[src/rtl/amdfs_pkg.sv]
// Shared types and constants for the adjacency-matrix depth-first traversal block.
package amdfs_pkg;

    // Item codes carried in the mode field.
    localparam logic [1:0] MODE_CLEAR = 2'd0;
    localparam logic [1:0] MODE_EDGE  = 2'd1;
    localparam logic [1:0] MODE_LABEL = 2'd2;
    localparam logic [1:0] MODE_RUN   = 2'd3;

    // The only weight that makes two vertices adjacent.
    localparam logic [15:0] EDGE_ADJ_WEIGHT = 16'd1;

    // Vertex count after reset.
    localparam logic [4:0] VERTEX_COUNT_RESET = 5'd16;

    // Neighbor search examines this many columns per cycle.
    localparam int CHUNK_BITS  = 8;
    localparam int CHUNK_IDX_W = 3;

    typedef struct packed {
        logic [1:0]  mode;
        logic [3:0]  first_vertex;
        logic [3:0]  second_vertex;
        logic [15:0] edge_weight;
        logic [7:0]  vertex_label;
    } in_item_t;

    typedef struct packed {
        logic [3:0] visited_vertex;
        logic [7:0] visited_label;
        logic       new_component;
        logic       last_vertex;
    } out_item_t;

    typedef enum logic [3:0] {
        ST_IDLE,
        ST_CLR_RD,
        ST_CLR_WR,
        ST_EDGE_RD_A,
        ST_EDGE_WR_A,
        ST_EDGE_RD_B,
        ST_EDGE_WR_B,
        ST_ROOT,
        ST_VISIT_RD,
        ST_VISIT_EMIT,
        ST_ROW_RD,
        ST_ROW_LOAD,
        ST_SEARCH,
        ST_POP_RD,
        ST_POP_TOP
    } state_t;

endpackage

[src/rtl/amdfs_ram.sv]
// Generic simple dual-port RAM with one write port and a registered read port.
module amdfs_ram #(
    parameter int WIDTH = 8,
    parameter int DEPTH = 16
) (
    input  logic                     clk,
    input  logic                     we,
    input  logic [$clog2(DEPTH)-1:0] waddr,
    input  logic [WIDTH-1:0]         wdata,
    input  logic [$clog2(DEPTH)-1:0] raddr,
    output logic [WIDTH-1:0]         rdata
);

    logic [WIDTH-1:0] mem [DEPTH];

    // Read data is registered every cycle; a read of the entry written in the same
    // cycle returns its old contents.
    always_ff @(posedge clk) begin
        if (we) begin
            mem[waddr] <= wdata;
        end
        rdata <= mem[raddr];
    end

endmodule

[src/rtl/adjacency_matrix_dfs_order.sv]
// A label write completes on acceptance; an edge write reads and rewrites row a, then row b;
// a clear reads and rewrites each row in use. A run emits n results, visiting each vertex
// (label read, then emit), scanning the top vertex's adjacency row in groups of 8 columns,
// popping the stack and searching for the next root; results can stall it. One item at a time.
// Reset (aresetn, synchronous, active low) clears control state and the per-row valid bits,
// so the matrix and labels read as zero at once without a clearing pass.
module adjacency_matrix_dfs_order
    import amdfs_pkg::*;
#(
    parameter int MAX_VERTICES = 16
) (
    input  logic      aclk,
    input  logic      aresetn,
    input  logic      s_valid,
    output logic      s_ready,
    input  in_item_t  s_data,
    output logic      m_valid,
    input  logic      m_ready,
    output out_item_t m_data,
    input  logic      cfg_wr_en,
    input  logic [4:0] cfg_wr_data
);

    localparam int VW  = $clog2(MAX_VERTICES);
    localparam int NW  = $clog2(MAX_VERTICES + 1);
    localparam int NCH = (MAX_VERTICES + CHUNK_BITS - 1) / CHUNK_BITS;
    localparam int PW  = NCH * CHUNK_BITS;
    localparam int CHW = (NCH > 1) ? $clog2(NCH) : 1;

    state_t state_reg, state_next;

    logic [4:0]              vcount_reg, vcount_next;
    logic [MAX_VERTICES-1:0] row_valid_reg, row_valid_next;
    logic [MAX_VERTICES-1:0] lbl_valid_reg, lbl_valid_next;
    logic [MAX_VERTICES-1:0] visited_reg, visited_next;
    logic [NW-1:0]           cnt_reg, cnt_next;
    logic [NW-1:0]           k_reg, k_next;
    logic [NW-1:0]           depth_reg, depth_next;
    logic [VW-1:0]           top_reg, top_next;
    logic [VW-1:0]           vis_reg, vis_next;
    logic                    root_reg, root_next;
    logic [VW-1:0]           a_reg, a_next;
    logic [VW-1:0]           b_reg, b_next;
    logic                    w1_reg, w1_next;
    logic [PW-1:0]           cand_reg, cand_next;
    logic [CHW-1:0]          chunk_reg, chunk_next;
    logic [VW-1:0]           adj_rq_reg;
    logic                    m_valid_reg, m_valid_next;
    out_item_t               m_data_reg, m_data_next;

    // RAM ports.
    logic                    adj_we;
    logic [VW-1:0]           adj_waddr, adj_raddr;
    logic [MAX_VERTICES-1:0] adj_wdata, adj_rdata;
    logic                    lbl_we;
    logic [VW-1:0]           lbl_waddr;
    logic [7:0]              lbl_wdata, lbl_rdata;
    logic                    stk_we;
    logic [VW-1:0]           stk_waddr, stk_rdata;
    logic [NW-1:0]           stk_rd_idx;

    logic                    s_fire;
    logic                    out_free;
    logic [NW-1:0]           n_live;
    logic [MAX_VERTICES-1:0] live_mask;
    logic [MAX_VERTICES-1:0] row_data;
    logic [7:0]              label_data;
    logic [CHUNK_BITS-1:0]   chunk_bits;
    logic                    chunk_hit;
    logic [CHUNK_IDX_W-1:0]  chunk_idx;
    logic [VW-1:0]           found_vertex;
    logic                    is_last;
    logic                    a_in_range, b_in_range;

    amdfs_ram #(.WIDTH(MAX_VERTICES), .DEPTH(MAX_VERTICES)) u_adj_ram (
        .clk(aclk), .we(adj_we), .waddr(adj_waddr), .wdata(adj_wdata),
        .raddr(adj_raddr), .rdata(adj_rdata)
    );

    amdfs_ram #(.WIDTH(8), .DEPTH(MAX_VERTICES)) u_lbl_ram (
        .clk(aclk), .we(lbl_we), .waddr(lbl_waddr), .wdata(lbl_wdata),
        .raddr(vis_reg), .rdata(lbl_rdata)
    );

    amdfs_ram #(.WIDTH(VW), .DEPTH(MAX_VERTICES)) u_stk_ram (
        .clk(aclk), .we(stk_we), .waddr(stk_waddr), .wdata(vis_reg),
        .raddr(stk_rd_idx[VW-1:0]), .rdata(stk_rdata)
    );

    // Handshake and output register.
    assign s_ready  = (state_reg == ST_IDLE);
    assign s_fire   = s_valid && s_ready;
    assign out_free = !m_valid_reg || m_ready;
    assign m_valid  = m_valid_reg;
    assign m_data   = m_data_reg;

    // Vertex count in use, capped at the matrix size, and its column mask.
    always_comb begin
        if (int'(vcount_reg) > MAX_VERTICES) begin
            n_live = NW'(MAX_VERTICES);
        end else begin
            n_live = NW'(vcount_reg);
        end
        for (int j = 0; j < MAX_VERTICES; j++) begin
            live_mask[j] = (NW'(j) < n_live);
        end
    end

    // Rows and labels never written read as zero.
    assign row_data   = row_valid_reg[adj_rq_reg] ? adj_rdata : '0;
    assign label_data = lbl_valid_reg[vis_reg] ? lbl_rdata : '0;

    assign a_in_range = (int'(s_data.first_vertex) < MAX_VERTICES);
    assign b_in_range = (int'(s_data.second_vertex) < MAX_VERTICES);
    assign stk_rd_idx = depth_reg - 1'b1;
    assign is_last    = ((k_reg + 1'b1) == n_live);

    // Lowest candidate neighbor in the current group of columns.
    always_comb begin
        chunk_bits = cand_reg[chunk_reg*CHUNK_BITS +: CHUNK_BITS];
        chunk_hit  = 1'b0;
        chunk_idx  = '0;
        for (int b = CHUNK_BITS - 1; b >= 0; b--) begin
            if (chunk_bits[b]) begin
                chunk_hit = 1'b1;
                chunk_idx = CHUNK_IDX_W'(b);
            end
        end
        found_vertex = VW'({chunk_reg, chunk_idx});
    end

    // Adjacency read address follows the row that the current step works on.
    always_comb begin
        case (state_reg)
            ST_CLR_RD, ST_CLR_WR:         adj_raddr = cnt_reg[VW-1:0];
            ST_EDGE_RD_A, ST_EDGE_WR_A:   adj_raddr = a_reg;
            ST_EDGE_RD_B, ST_EDGE_WR_B:   adj_raddr = b_reg;
            default:                      adj_raddr = top_reg;
        endcase
    end

    // State register.
    always_ff @(posedge aclk) begin
        if (!aresetn) begin
            state_reg <= ST_IDLE;
        end else begin
            state_reg <= state_next;
        end
    end

    // Next state, datapath updates and RAM controls.
    always_comb begin
        state_next     = state_reg;
        vcount_next    = cfg_wr_en ? cfg_wr_data : vcount_reg;
        row_valid_next = row_valid_reg;
        lbl_valid_next = lbl_valid_reg;
        visited_next   = visited_reg;
        cnt_next       = cnt_reg;
        k_next         = k_reg;
        depth_next     = depth_reg;
        top_next       = top_reg;
        vis_next       = vis_reg;
        root_next      = root_reg;
        a_next         = a_reg;
        b_next         = b_reg;
        w1_next        = w1_reg;
        cand_next      = cand_reg;
        chunk_next     = chunk_reg;
        m_valid_next   = m_ready ? 1'b0 : m_valid_reg;
        m_data_next    = m_data_reg;
        adj_we         = 1'b0;
        adj_waddr      = adj_rq_reg;
        adj_wdata      = row_data;
        lbl_we         = 1'b0;
        lbl_waddr      = VW'(s_data.first_vertex);
        lbl_wdata      = s_data.vertex_label;
        stk_we         = 1'b0;
        stk_waddr      = depth_reg[VW-1:0];

        case (state_reg)
            ST_IDLE: begin
                if (s_fire) begin
                    case (s_data.mode)
                        MODE_CLEAR: begin
                            cnt_next = '0;
                            if (n_live != '0) begin
                                state_next = ST_CLR_RD;
                            end
                        end
                        MODE_EDGE: begin
                            a_next  = VW'(s_data.first_vertex);
                            b_next  = VW'(s_data.second_vertex);
                            w1_next = (s_data.edge_weight == EDGE_ADJ_WEIGHT);
                            if (a_in_range && b_in_range) begin
                                state_next = ST_EDGE_RD_A;
                            end
                        end
                        MODE_LABEL: begin
                            if (a_in_range) begin
                                lbl_we = 1'b1;
                                lbl_valid_next[VW'(s_data.first_vertex)] = 1'b1;
                            end
                        end
                        MODE_RUN: begin
                            visited_next = '0;
                            depth_next   = '0;
                            k_next       = '0;
                            cnt_next     = '0;
                            if (n_live != '0) begin
                                state_next = ST_ROOT;
                            end
                        end
                        default: begin
                            state_next = ST_IDLE;
                        end
                    endcase
                end
            end

            // Clear sweep: drop the columns in use from each row in use.
            ST_CLR_RD: begin
                state_next = ST_CLR_WR;
            end
            ST_CLR_WR: begin
                adj_we    = 1'b1;
                adj_waddr = cnt_reg[VW-1:0];
                adj_wdata = row_data & ~live_mask;
                row_valid_next[cnt_reg[VW-1:0]] = 1'b1;
                cnt_next  = cnt_reg + 1'b1;
                state_next = ((cnt_reg + 1'b1) == n_live) ? ST_IDLE : ST_CLR_RD;
            end

            // Edge write: modify row a at column b, then row b at column a.
            ST_EDGE_RD_A: begin
                state_next = ST_EDGE_WR_A;
            end
            ST_EDGE_WR_A: begin
                adj_we    = 1'b1;
                adj_waddr = a_reg;
                adj_wdata = row_data;
                adj_wdata[b_reg] = w1_reg;
                row_valid_next[a_reg] = 1'b1;
                state_next = ST_EDGE_RD_B;
            end
            ST_EDGE_RD_B: begin
                state_next = ST_EDGE_WR_B;
            end
            ST_EDGE_WR_B: begin
                adj_we    = 1'b1;
                adj_waddr = b_reg;
                adj_wdata = row_data;
                adj_wdata[a_reg] = w1_reg;
                row_valid_next[b_reg] = 1'b1;
                state_next = ST_IDLE;
            end

            // Find the lowest unvisited vertex to start the next tree.
            ST_ROOT: begin
                if (cnt_reg >= n_live) begin
                    state_next = ST_IDLE;
                end else if (visited_reg[cnt_reg[VW-1:0]]) begin
                    cnt_next = cnt_reg + 1'b1;
                end else begin
                    vis_next   = cnt_reg[VW-1:0];
                    root_next  = 1'b1;
                    state_next = ST_VISIT_RD;
                end
            end

            // Label read for the vertex being visited.
            ST_VISIT_RD: begin
                state_next = ST_VISIT_EMIT;
            end

            // Emit the vertex, mark it and push it on the stack.
            ST_VISIT_EMIT: begin
                if (out_free) begin
                    m_valid_next = 1'b1;
                    m_data_next.visited_vertex = 4'(vis_reg);
                    m_data_next.visited_label  = label_data;
                    m_data_next.new_component  = root_reg;
                    m_data_next.last_vertex    = is_last;
                    visited_next[vis_reg] = 1'b1;
                    k_next = k_reg + 1'b1;
                    if (depth_reg < NW'(MAX_VERTICES)) begin
                        stk_we     = 1'b1;
                        depth_next = depth_reg + 1'b1;
                        top_next   = vis_reg;
                    end
                    state_next = is_last ? ST_IDLE : ST_ROW_RD;
                end
            end

            // Read the top vertex's row and keep its unvisited live neighbors.
            ST_ROW_RD: begin
                state_next = ST_ROW_LOAD;
            end
            ST_ROW_LOAD: begin
                cand_next  = PW'(row_data & ~visited_reg & live_mask);
                chunk_next = '0;
                state_next = ST_SEARCH;
            end

            // Search one group of columns per cycle; pop when none is left.
            ST_SEARCH: begin
                if (chunk_hit) begin
                    vis_next   = found_vertex;
                    root_next  = 1'b0;
                    state_next = ST_VISIT_RD;
                end else if (chunk_reg == CHW'(NCH - 1)) begin
                    depth_next = depth_reg - 1'b1;
                    state_next = (depth_reg == NW'(1)) ? ST_ROOT : ST_POP_RD;
                end else begin
                    chunk_next = chunk_reg + 1'b1;
                end
            end

            // Fetch the new top of the stack after a pop.
            ST_POP_RD: begin
                state_next = ST_POP_TOP;
            end
            ST_POP_TOP: begin
                top_next   = stk_rdata;
                state_next = ST_ROW_RD;
            end

            default: begin
                state_next = ST_IDLE;
            end
        endcase
    end

    // Datapath and control registers.
    always_ff @(posedge aclk) begin
        if (!aresetn) begin
            vcount_reg    <= VERTEX_COUNT_RESET;
            row_valid_reg <= '0;
            lbl_valid_reg <= '0;
            visited_reg   <= '0;
            cnt_reg       <= '0;
            k_reg         <= '0;
            depth_reg     <= '0;
            m_valid_reg   <= 1'b0;
        end else begin
            vcount_reg    <= vcount_next;
            row_valid_reg <= row_valid_next;
            lbl_valid_reg <= lbl_valid_next;
            visited_reg   <= visited_next;
            cnt_reg       <= cnt_next;
            k_reg         <= k_next;
            depth_reg     <= depth_next;
            m_valid_reg   <= m_valid_next;
        end
        top_reg    <= top_next;
        vis_reg    <= vis_next;
        root_reg   <= root_next;
        a_reg      <= a_next;
        b_reg      <= b_next;
        w1_reg     <= w1_next;
        cand_reg   <= cand_next;
        chunk_reg  <= chunk_next;
        adj_rq_reg <= adj_raddr;
        m_data_reg <= m_data_next;
    end

    // A vertex is emitted only once per run.
    assert property (@(posedge aclk) disable iff (!aresetn)
        (state_reg == ST_VISIT_EMIT) |-> !visited_reg[vis_reg])
        else $error("vertex emitted twice in one traversal");

    // A run never emits more vertices than are in use.
    assert property (@(posedge aclk) disable iff (!aresetn)
        (state_reg == ST_VISIT_EMIT) |-> (k_reg < n_live))
        else $error("traversal emitted too many vertices");

    // The neighbor search always works on a non-empty stack.
    assert property (@(posedge aclk) disable iff (!aresetn)
        (state_reg == ST_SEARCH || state_reg == ST_ROW_LOAD) |-> (depth_reg != '0))
        else $error("neighbor search with an empty stack");

    // The final vertex of a run returns the block to idle.
    assert property (@(posedge aclk) disable iff (!aresetn)
        (state_reg == ST_VISIT_EMIT && out_free && is_last) |=> (state_reg == ST_IDLE))
        else $error("traversal continued after its final vertex");

endmodule

[config.mk]
export PLATFORM = sky130hd
export DESIGN_NAME = adjacency_matrix_dfs_order
export DESIGN_NICKNAME = d
export VERILOG_FILES = /design/src/rtl/amdfs_pkg.sv /design/src/rtl/amdfs_ram.sv /design/src/rtl/adjacency_matrix_dfs_order.sv
export SDC_FILE = /design/constraint.sdc
export NUM_CORES = 1
export LEC_CHECK = 0
export ABC_AREA = 1
export BUFFER_PORTS_ARGS = -buffer_cell sky130_fd_sc_hd__buf_2
export CAP_MARGIN = 10
export CORE_AREA = 8 8 221 223
export CTS_CLUSTER_SIZE = 20
export DETAILED_ROUTE_END_ITERATION = 8
export DIE_AREA = 0 0 229 231
export GPL_TIMING_DRIVEN = 0
export PLACE_DENSITY = 0.76
export REMOVE_ABC_BUFFERS = 1
export SETUP_SLACK_MARGIN = 0.3
export SLEW_MARGIN = 20
export SYNTH_ARGS = -nofsm -noshare
export SYNTH_HDL_FRONTEND = slang
export SYNTH_SLANG_ARGS = --single-unit
[constraint.sdc]
create_clock -name aclk -period 3.8 [get_ports aclk]
set_input_delay 1.14 -clock aclk [delete_from_list [all_inputs] [get_ports aclk]]
set_output_delay 1.14 -clock aclk [all_outputs]
set_load 0.01 [all_outputs]
## Yosys cells after proc, flatten, opt, wreduce, memory -nomap -nowiden

Memory sizes are Yosys's and may differ from the RTL's. A register that Yosys moved wholly into a read port is not among the register bits.
Cells that the tools add are included.

- Memory bits (writable): 448
- Input port bits: 44
- Register bits: 126
- Logic and storage cells: 242
- Memories kept: 3

Memories:

| name | words | width | rd ports | clocked after memory_dff | wr ports | line | text |
|---|---|---|---|---|---|---|---|
| u_adj_ram.mem | 16 | 16 | 1 | 1 | 1 | amdfs_ram.sv:14 | `logic [WIDTH-1:0] mem [DEPTH];` |
| u_lbl_ram.mem | 16 | 8 | 1 | 1 | 1 | amdfs_ram.sv:14 |  |
| u_stk_ram.mem | 16 | 4 | 1 | 1 | 1 | amdfs_ram.sv:14 |  |

- Bitwise operators: 10
- $lt $le $gt $ge: 30
- Eq/ne operators: 37
- Shift-type cells: 1
- Multiplexer cells: 101
- Reductions and logical operators: 33
- $add $sub $neg: 5

Operators with widths:

| cell | count |
|---|---|
| $pmux 16 s3 | 2 |
| $or 16x16->16 | 5 |
| $mux 16 | 4 |
| $mux 4 | 15 |
| $mux 5 | 12 |
| $pmux 4 s14 | 1 |
| $and 16x16->16 | 3 |
| $lt 4x5->1 const A | 8 |
| $mux 1 | 38 |
| $pmux 4 s3 | 3 |
| $bwmux 16 | 2 |
| $not 16->16 | 2 |
| $pmux 16 s2 | 1 |
| $lt 4x5->1 const B | 6 |
| $pmux 5 s3 | 2 |
| $eq 4x4->1 const B | 7 |
| $mux 3 | 8 |
| $demux 1 s4 | 5 |
| $ge 4x1->1 const B | 5 |
| $lt 3x5->1 const A | 4 |
| $ne 2x2->1 const B | 9 |
| $eq 16x1->1 const B | 1 |
| $eq 4x3->1 const B | 4 |
| $pmux 4 s2 | 2 |
| 36 further kinds | 68 |

## Logic depth before layout (Yosys ltp)

Gate-level depths: netlist (run 1).

- Depth in word-level cells: 11
- Mapped depth: 16

## Modules after synthesis

Synthesis (run 1) repeated with hierarchy kept, for this count alone.

- Cell total of the unflattened synthesis: 3,020
- Area total of the unflattened synthesis: 27,800.4 sq um

By module, submodules not included:

| module | area each (sq um) | cells each | instances |
|---|---|---|---|
| amdfs_ram (u_adj_ram) | 11,380.9 | 1,074 | 1 |
| adjacency_matrix_dfs_order | 7,686.1 | 1,105 | 1 |
| amdfs_ram (u_lbl_ram) | 5,766.8 | 551 | 1 |
| amdfs_ram (u_stk_ram) | 2,966.6 | 290 | 1 |

## Worst setup path before layout (run 1)

No wires, ideal clock.

- Path type: flip-flop to flip-flop
- Start: reg state_reg[0]
- End: mem u_adj_ram.mem[13][0] (netlist bit) (enable)
- Cell stages (with the launch flop): 12
- Buffers on the path: 1
- Arrival: 2,669 ps
- Path slack: 722 ps
- Cell sequence: dfxtp_1 -> inv_2 -> nand2_1 -> inv_1 -> nand2_1 -> inv_2 -> nor2_1 -> buf_2 -> nor2_1 -> a21oi_1 -> inv_1 -> nor3_1

- Longest elaborated chain between the ends: 5
- Elaborated cells between the ends (all ways): 8

RTL lines:

| what | line | text |
|---|---|---|
| from (decl) | adjacency_matrix_dfs_order.sv:30 | `state_t state_reg, state_next;` |
| from (signal assigned) | adjacency_matrix_dfs_order.sv:147 | `state_reg <= state_next;` |
| $eq 4x3->1 or $eq 4x2->1 (tied branches) | adjacency_matrix_dfs_order.sv:180 | `case (state_reg)` |
| $reduce_or 3->1 (no source line) | - |  |
| $mux 1 | adjacency_matrix_dfs_order.sv:180 |  |
| $mux 1 | amdfs_ram.sv:19 | `if (we) begin` |
| $mux 1 (not written as such) | amdfs_ram.sv:20 | `mem[waddr] <= wdata;` |
| to (decl) | amdfs_ram.sv:14 |  |

Several ways; a longest one is shown, not always the timed one.

## Final worst setup path (run 1)

- Start: reg cnt_reg[0]
- End: mem u_adj_ram.mem[7][9] (netlist bit) (enable)

- Longest elaborated chain between the ends: 1

RTL lines:

| what | line | text |
|---|---|---|
| from (decl) | adjacency_matrix_dfs_order.sv:36 | `logic [NW-1:0] cnt_reg, cnt_next;` |
| from (signal assigned) | adjacency_matrix_dfs_order.sv:349 | `cnt_reg <= cnt_next;` |
| $pmux 4 s3 | adjacency_matrix_dfs_order.sv:180 |  |

Every way passes these cells.

==> metrics.md, run 1 <==
| Metric | Value |
|---|---|
| Gr busiest metal | `met2` |
| WP data required | `approximately 4.1 ns` |
| Routability cong. | `roughly 0.96` |
| Crit Path Class | `reg2reg` |
| Final cycle utilization of the critical path | `90.4%` |
| Most frequent cells in the layout | `edfxtp_1 (497), nand2_1 (376), inv_1 (352)` |
| Worst slew margin | `24.0%` |
| Setup TNS | `0 ns` |
| Full die area | `52900 sq um` |
| Die width | `229 microns` |
| Final hold vios | `0` |
| Placeable Area | `~45000 sq um` |
| Residual overflow from global routing | `0` |
| Worst setup SP type | `flip-flop` |
| Registers with the most flip-flops | `u_adj_ram.mem (256), u_lbl_ram.mem (128), u_stk_ram.mem (64)` |
| Longest Clk Path Bufs | `3` |
| Clock tree from TritonCTS | `built` |
| Max_cap viols | `0` |
| Met3 usage | `3.65%` |
| Remaining antenna violation count after routing | `0` |
| Layout overhead on the synthesized area | `12.4%` |
| Pre-CTS setup slack | `-0.790 ns` |
| Share of layout cells above drive strength 1 | `9.63%` |
| Arr. time, crit path | `3.75 ns` |
| I/O Buffers | `approximately 60` |
| Final setup vio count | `0` |
| Number of synthesized flops with an enable pin | `497` |
| DR DRC count | `0` |
| DP Area | `27900 sq um` |
| Final HPWL from detailed placement | `46300 microns` |
| Clk root buf | `clkbuf_16` |
| Async set-reset flop share out of synthesis | `0%` |
| Design area | `approximately 30000 sq um` |
| Starting density of the core | `59.6%` |
| Sink Count | `602` |
| Clock-pin slew on the worst setup and hold paths | `roughly 0.070 ns` |
| Worst IR drop on VDD | `around 760 uV` |
| Area of the multi-input gates | `approximately 8000 sq um` |
| Setup crit end kind | `flip-flop` |
| # fillers | `about 3300` |
| Power density cells | `about 660 nW/um^2` |
| Synth Cell Area | `between 20000 and 30000 sq um` |
| CTS Buf Count | `57` |
| Rows | `slightly below 80` |
| Vias in the first global route | `around 19000` |
| Diodes inserted | `0` |
| Hold-fix buffer count after cts | `0` |
| Worst-Skew Late Latency | `0.62 ns` |
| Pwr Total | `0.0199 W` |
| Yosys reg bits | `602` |
| Vias per cell | `6.04` |
| CP max FO | `22` |
| Largest net degree at the start of global routing | `about 120` |
| Commonest non-fill, non-tap cell in the layout | `edfxtp_1` |
| Net count, final | `2713` |
| Detailed Route WL | `72700 microns` |
| Max reg flops | `256` |
| Tightest Hold Check Type | `reg2reg` |
| Worst Max-Slew Pin Slew | `about 1.1 ns` |
| Met1 usage | `35.6%` |
| Post-synth cell types | `52` |
| Final worst slack | `0.364 ns` |
| R2R setup slack | `between 0.3 and 0.4 ns` |
| Routed wire length per instance | `about 22 microns` |
| Fin Clk Skew | `a little under 0.02 ns` |
| Pre-antenna DRT Iters | `6` |
| Biggest register | `u_adj_ram.mem` |
| First-pass GRT wire length | `109000 microns` |
| Peak Freq | `0.291 GHz` |
| Via count | `19900` |
| Met2 Resource Use GR | `a little over two fifths` |
| Num ports | `60` |
| Sequential area share after synthesis | `between 60% and 70%` |
| 1st-iter DRT viols | `2634` |
| Synth Instances | `~2600` |
| Die Y | `231 microns` |
| Synth Flop Type | `edfxtp_1` |
| H-tree levels | `2` |
| Reg2Reg Depth | `7` |
| Avg Cell Area, Syn | `10.3 sq um` |
| Number of max-slew violations in the final report | `0` |
| Final min period | `3.44 ns` |
| WHS Path Cells | `2` |
| Leak | `11.6 nW` |
| Gr usage total | `26.2%` |
| Synth warn | `0` |
| Antenna violations before repair | `0` |
| Setup repair after global routing missed its margin | `no` |
| Status | `complete, no violations` |
| FF/Latch Area | `17000 sq um` |
final timing paths:
path / from / endpoint
max: cnt_reg[0]$_SDFFE_PN0P_ / u_adj_ram.mem[7][9]$_DFFE_PP_
min: row_valid_reg[1]$_SDFFE_PN0P_ / row_valid_reg[1]$_SDFFE_PN0P_
max reg2reg: cnt_reg[0]$_SDFFE_PN0P_ / u_adj_ram.mem[7][9]$_DFFE_PP_
min reg2reg: row_valid_reg[1]$_SDFFE_PN0P_ / row_valid_reg[1]$_SDFFE_PN0P_
area by class of cell:
class	count	area share (%)
Clock buffer	69	4.97
Clock inverter	39	1.29
Inverter	366	4.58
Multi-Input combinational cell	1515	26.7
Sequential cell	602	56.4
Tap cell	600	2.49
Timing Repair Buffer	108	3.61
repair_timing:
item / 4_1_cts / 5_1_grt
gates resized for setup: 12 / 8
cloned: 0 / 1
pin swaps: 9 / 4
setup buffers: 18 / 4
setup endpoints to repair: 558 / 271
critical path, stage by stage (launching register included):
cell      delay (ns)
dfxtp_1         0.83
inv_1           0.36
o221ai_1        0.44
nor2_1          0.14
a21oi_2         0.32
nand3_1         0.33
nor2_2          0.43
buf_6           0.25
Yosys cell counts (all sizes together) (3+ instances only):
master  number  area (sq um)
a21boi      18           135
ha          19           238
o311ai       3          26.3
nor4         3          18.8
a31oi        3          18.8
o211ai      23           173
a21oi       95           475
a22oi       80           601
dfxtp      105          2100
edfxtp     497         14900
a2111o       8          90.1
o21ai      101           513
xor2         7          61.3
nand4        5          31.3
o22ai       11          68.8
o21a         3          22.5
nor2       270          1030
clkbuf      56           210
inv        361          1360
a211oi       4          30.0
xnor2        6          52.6
buf         70           474
nand3b      65           488
nor3        20           100
mux2i        9          90.1
o32ai        8          70.1
nand2      382          1460
o221ai      18           158
clkinv       5          18.8
or2          5          31.3
nand3      337          1690
a22o         4          35.0
logic make-up after synthesis:
group                    count (synthesis)  share of synthesized area, %
multiplexers                             9                         0.335
flip-flops                             602                          63.4
XOR/XNOR                                13                         0.424
buffers and inverters                  492                          7.66
AND/OR/NAND/NOR                       1089                          18.1
adder cells (fa/ha/maj)                 19                         0.885
AO/OA/AOI/OAI                          384                          9.18
layer usage:
metal | vias to the layer above | wire [microns]
li1 | 9073 | -
met3 | 166 | 6110
met4 | 0 | 2150
met2 | 1036 | 34800
met5 | - | 0
met1 | 9661 | 29600
where the power goes:
| group | total [W] | switching (W) | internal [W] |
|---|---|---|---|
| Clock | 0.00575 | 0.00245 | 0.00329 |
| Combinational | 0.00582 | 0.00419 | 0.00163 |
| Sequential | 0.00833 | 0.000240 | 0.00809 |
| Total | 0.0199 | 0.00688 | 0.0130 |
stage by stage:
stage	hold slack, ns	utilization [%]	instances
CTS	0.466	66.7	3294
finish	0.464	67.0	3299
global route	0.482	67.0	3299
detailed placement	0.455	61.9	3168
floorplan	0.400	-	2482
global placement	0.445	60.4	3141
Power figures use the tool's default switching activity.
==> inputs of run 2 (changes only) <==
--- a/config.mk
+++ b/config.mk
@@ -8,13 +8,12 @@
 export ABC_AREA = 1
 export BUFFER_PORTS_ARGS = -buffer_cell sky130_fd_sc_hd__buf_2
 export CAP_MARGIN = 10
-export CORE_AREA = 8 8 221 223
+export CORE_AREA = 8 8 216 218
 export CTS_CLUSTER_SIZE = 20
 export DETAILED_ROUTE_END_ITERATION = 8
-export DIE_AREA = 0 0 229 231
+export DIE_AREA = 0 0 224 226
 export GPL_TIMING_DRIVEN = 0
-export PLACE_DENSITY = 0.76
-export REMOVE_ABC_BUFFERS = 1
+export PLACE_DENSITY = 0.79
 export SETUP_SLACK_MARGIN = 0.3
 export SLEW_MARGIN = 20
 export SYNTH_ARGS = -nofsm -noshare
==> metrics.md, run 2 (synthesized netlist as in run 1, its figures left out) <==
| Metric | Value |
|---|---|
| Status | `complete, no violations` |
| Net Sw Frac | `37.2% (+2.6 points)` |
| Placeable Area | `43500 sq um (-3.6%)` |
| Crit Path Class | `reg2reg` |
| Share of layout cells above drive strength 1 | `10.6% (+0.95 points)` |
| Sink Count | `602 (unchanged)` |
| Power density cells | `692 nW/um^2 (+5.0%)` |
| Fin Clk Skew | `0.0206 ns (+0.00133 ns)` |
| Reg2Reg Depth | `11 (+4)` |
| Commonest non-fill, non-tap cell in the layout | `edfxtp_1` |
| Most frequent cells in the layout | `edfxtp_1 (497), nand2_1 (374), inv_1 (354)` |
| Final setup vio count | `0 (unchanged)` |
| Die width | `224 microns (-2.2%)` |
| Rows | `77 (-1.3%)` |
| Arr. time, crit path | `3.84 ns (+0.09 ns)` |
| Worst setup SP type | `flip-flop` |
| Worst-path cell chain | `buf_4, nor2_4, nand2_1, inv_2, nor2_1, inv_2, buf_2, buf_2, nand3_1, nor2_2, buf_6` |
| Max_cap viols | `0 (unchanged)` |
| Detailed Route WL | `79600 microns (+9.5%)` |
| Residual overflow from global routing | `0 (unchanged)` |
| Longest Clk Path Bufs | `3 (unchanged)` |
| Vias per cell | `6.05 (+0.13%)` |
| Setup repair after global routing missed its margin | `yes` |
| Wl on met1 | `32600 microns (+10%)` |
| Routed wl met3 | `9320 microns (+53%)` |
| Tightest Hold Check Type | `reg2reg` |
| CP max FO | `10 (-55%)` |
| Gr usage total | `30.8% (+4.6 points)` |
| Leak | `11.7 nW (+0.91%)` |
| Worst-Skew Late Latency | `0.63 ns (about the same)` |
| Final cycle utilization of the critical path | `92.5% (+2.0 points)` |
| Vias in the first global route | `19200 (-1.2%)` |
| Peak Freq | `0.285 GHz (-2.2%)` |
| Die Y | `226 microns (-2.2%)` |
| Sw power | `0.00776 W (+13%)` |
| Design area | `30200 sq um (about the same)` |
| Clock-pin slew on the worst setup and hold paths | `0.06 ns (about the same)` |
| Routability cong. | `0.992 (+3.5%)` |
| Reg2Reg Launch Point | `state_reg[3]$_SDFFE_PN0P_` |
| Max incr delay on CP | `0.58 ns (-0.25 ns)` |
| Layout overhead on the synthesized area | `12.4% (about the same)` |
| 1st-iter DRT viols | `2994 (+14%)` |
| Diodes inserted | `0 (unchanged)` |
| Clock Power Share | `27.6% (-1.3 points)` |
| Number of max-slew violations in the final report | `0 (unchanged)` |
| Final HPWL from detailed placement | `57400 microns (+24%)` |
| Highest routed layer | `met4` |
| Biggest register | `u_adj_ram.mem` |
| Pre-antenna DRT Iters | `7 (+1)` |
| Pwr Total | `0.0209 W (+4.9%)` |
| Max reg flops | `256 (unchanged)` |
| Full die area | `50600 sq um (-4.3%)` |
| DR DRC count | `0 (unchanged)` |
| DP Area | `28200 sq um (+0.95%)` |
| Final min period | `3.51 ns (+0.0772 ns)` |
| I/O Buffers | `59 (unchanged)` |
| Post-Syn Nets | `2671` |
| Worst Max-Slew Pin Slew | `1.01 ns (-0.123 ns)` |
| Setup crit end kind | `flip-flop` |
| CP Buf/Inv Count | `6 (+4)` |
| Critical Path Slowest Stage Cell | `nor2_2` |
| Top cell family by delay on the critical path | `simple AND/OR/NAND/NOR gates` |
| Sequential Power Share | `39.6% (-2.3 points)` |
| Via count | `20500 (+2.8%)` |
| Registers with the most flip-flops | `u_adj_ram.mem (256), u_lbl_ram.mem (128), u_stk_ram.mem (64)` |
| Worst slew margin | `31.8% (+7.8 points)` |
| Remaining antenna violation count after routing | `0 (unchanged)` |
| H-tree levels | `2 (unchanged)` |
| WL met2 | `34800 microns (+0.11%)` |
| Combinational share of power | `32.8% (+3.6 points)` |
| Starting density of the core | `61.8% (+2.2 points)` |
| First-pass GRT wire length | `116000 microns (+6.5%)` |
| Net count, final | `2810 (+3.6%)` |
| P_int | `0.0131 W (+0.85%)` |
| Routed wire length per instance | `23.5 microns (+6.7%)` |
| Clk root buf | `clkbuf_16` |
| Final hold vios | `0 (unchanged)` |
| WHS Path Cells | `0 (-2)` |
| Largest net degree at the start of global routing | `23 (-80%)` |
| R2R setup slack | `0.29 ns (-0.08 ns)` |
| Worst IR drop on VDD | `579 uV (-24%)` |
| Clock tree from TritonCTS | `built` |
| CTS Buf Count | `58 (+1.8%)` |
| Critical Path Start | `state_reg[3]$_SDFFE_PN0P_` |
| Hold path startpoint | `root_reg$_DFFE_PP_` |
| Number of stages on the worst setup path | `11 (+4)` |
| Antenna violations before repair | `2 (+2)` |
| WP data required | `4.13 ns (+0.02 ns)` |
| Num ports | `60 (unchanged)` |
-- run 2: changes by cell type in the layout (fill, tap and decap cells not counted), sizes merged, moves of 2 or more --
cell and change:
clkbuf +61, clkinv -4, clkinvlp +2, buf +40
bufinv -3
-- run 2: final timing paths --
| kind | end |
|---|---|
| worst max-delay path | u_adj_ram.mem[5][8]$_DFFE_PP_ |
| worst min register to register | m_data[1]$_DFFE_PP_ |
| worst max register to register | u_adj_ram.mem[5][8]$_DFFE_PP_ |
| worst min-delay path | m_data[1]$_DFFE_PP_ |
-- run 2: final cells by class --
cell class	instances	area [sq um]
multi-input cells	1515	7940
flip-flops and latches	602	17000
well taps	592	741
fillers	3204	13300
inverters	366	1370
clock buffers	74	1600
repair buffers	78	502
plain buffers	126	684
clock inverters	35	312
-- run 2: power by group through the flow --
stage               combinational (W)  sequential (W)  clock, W
global placement              0.00614         0.00845         0
floorplan                     0.00380         0.00832         0
detailed placement            0.00650         0.00841         0
global route                  0.00719         0.00829   0.00602
finish                        0.00685         0.00827   0.00575
CTS                           0.00654         0.00827   0.00576
-- run 2: layer usage --
| layer | up-vias | GRT usage, % |
|---|---|---|
| met5 | - | 0 |
| met4 | 0 | 10.8 |
| met3 | 192 | 6.88 |
| met2 | 1283 | 46.5 |
| met1 | 9753 | 43.8 |
| li1 | 9272 | - |
-- run 2: per-stage QoR --
stage	cells	TNS (ns)	hold WS (ns)	worst slack (ns)	util, %
CTS	3383	0	0.433	0.269	69.2
floorplan	2608	0	0.400	0.722	-
detailed placement	3274	0	0.417	0.120	64.8
global route	3388	0	0.455	0.278	69.5
finish	3388	0	0.428	0.287	69.5
global placement	3259	-146.40	0.421	-1.34	64.2
-- run 2: timing repair --
item / CTS / global route
gates cloned: 0 / 1
hold buffers: 0 / 0
buffers inserted: 0 / 4
pin swaps: 0 / 2
setup endpoints to repair: 66 / 207
gates resized for setup: 3 / 13
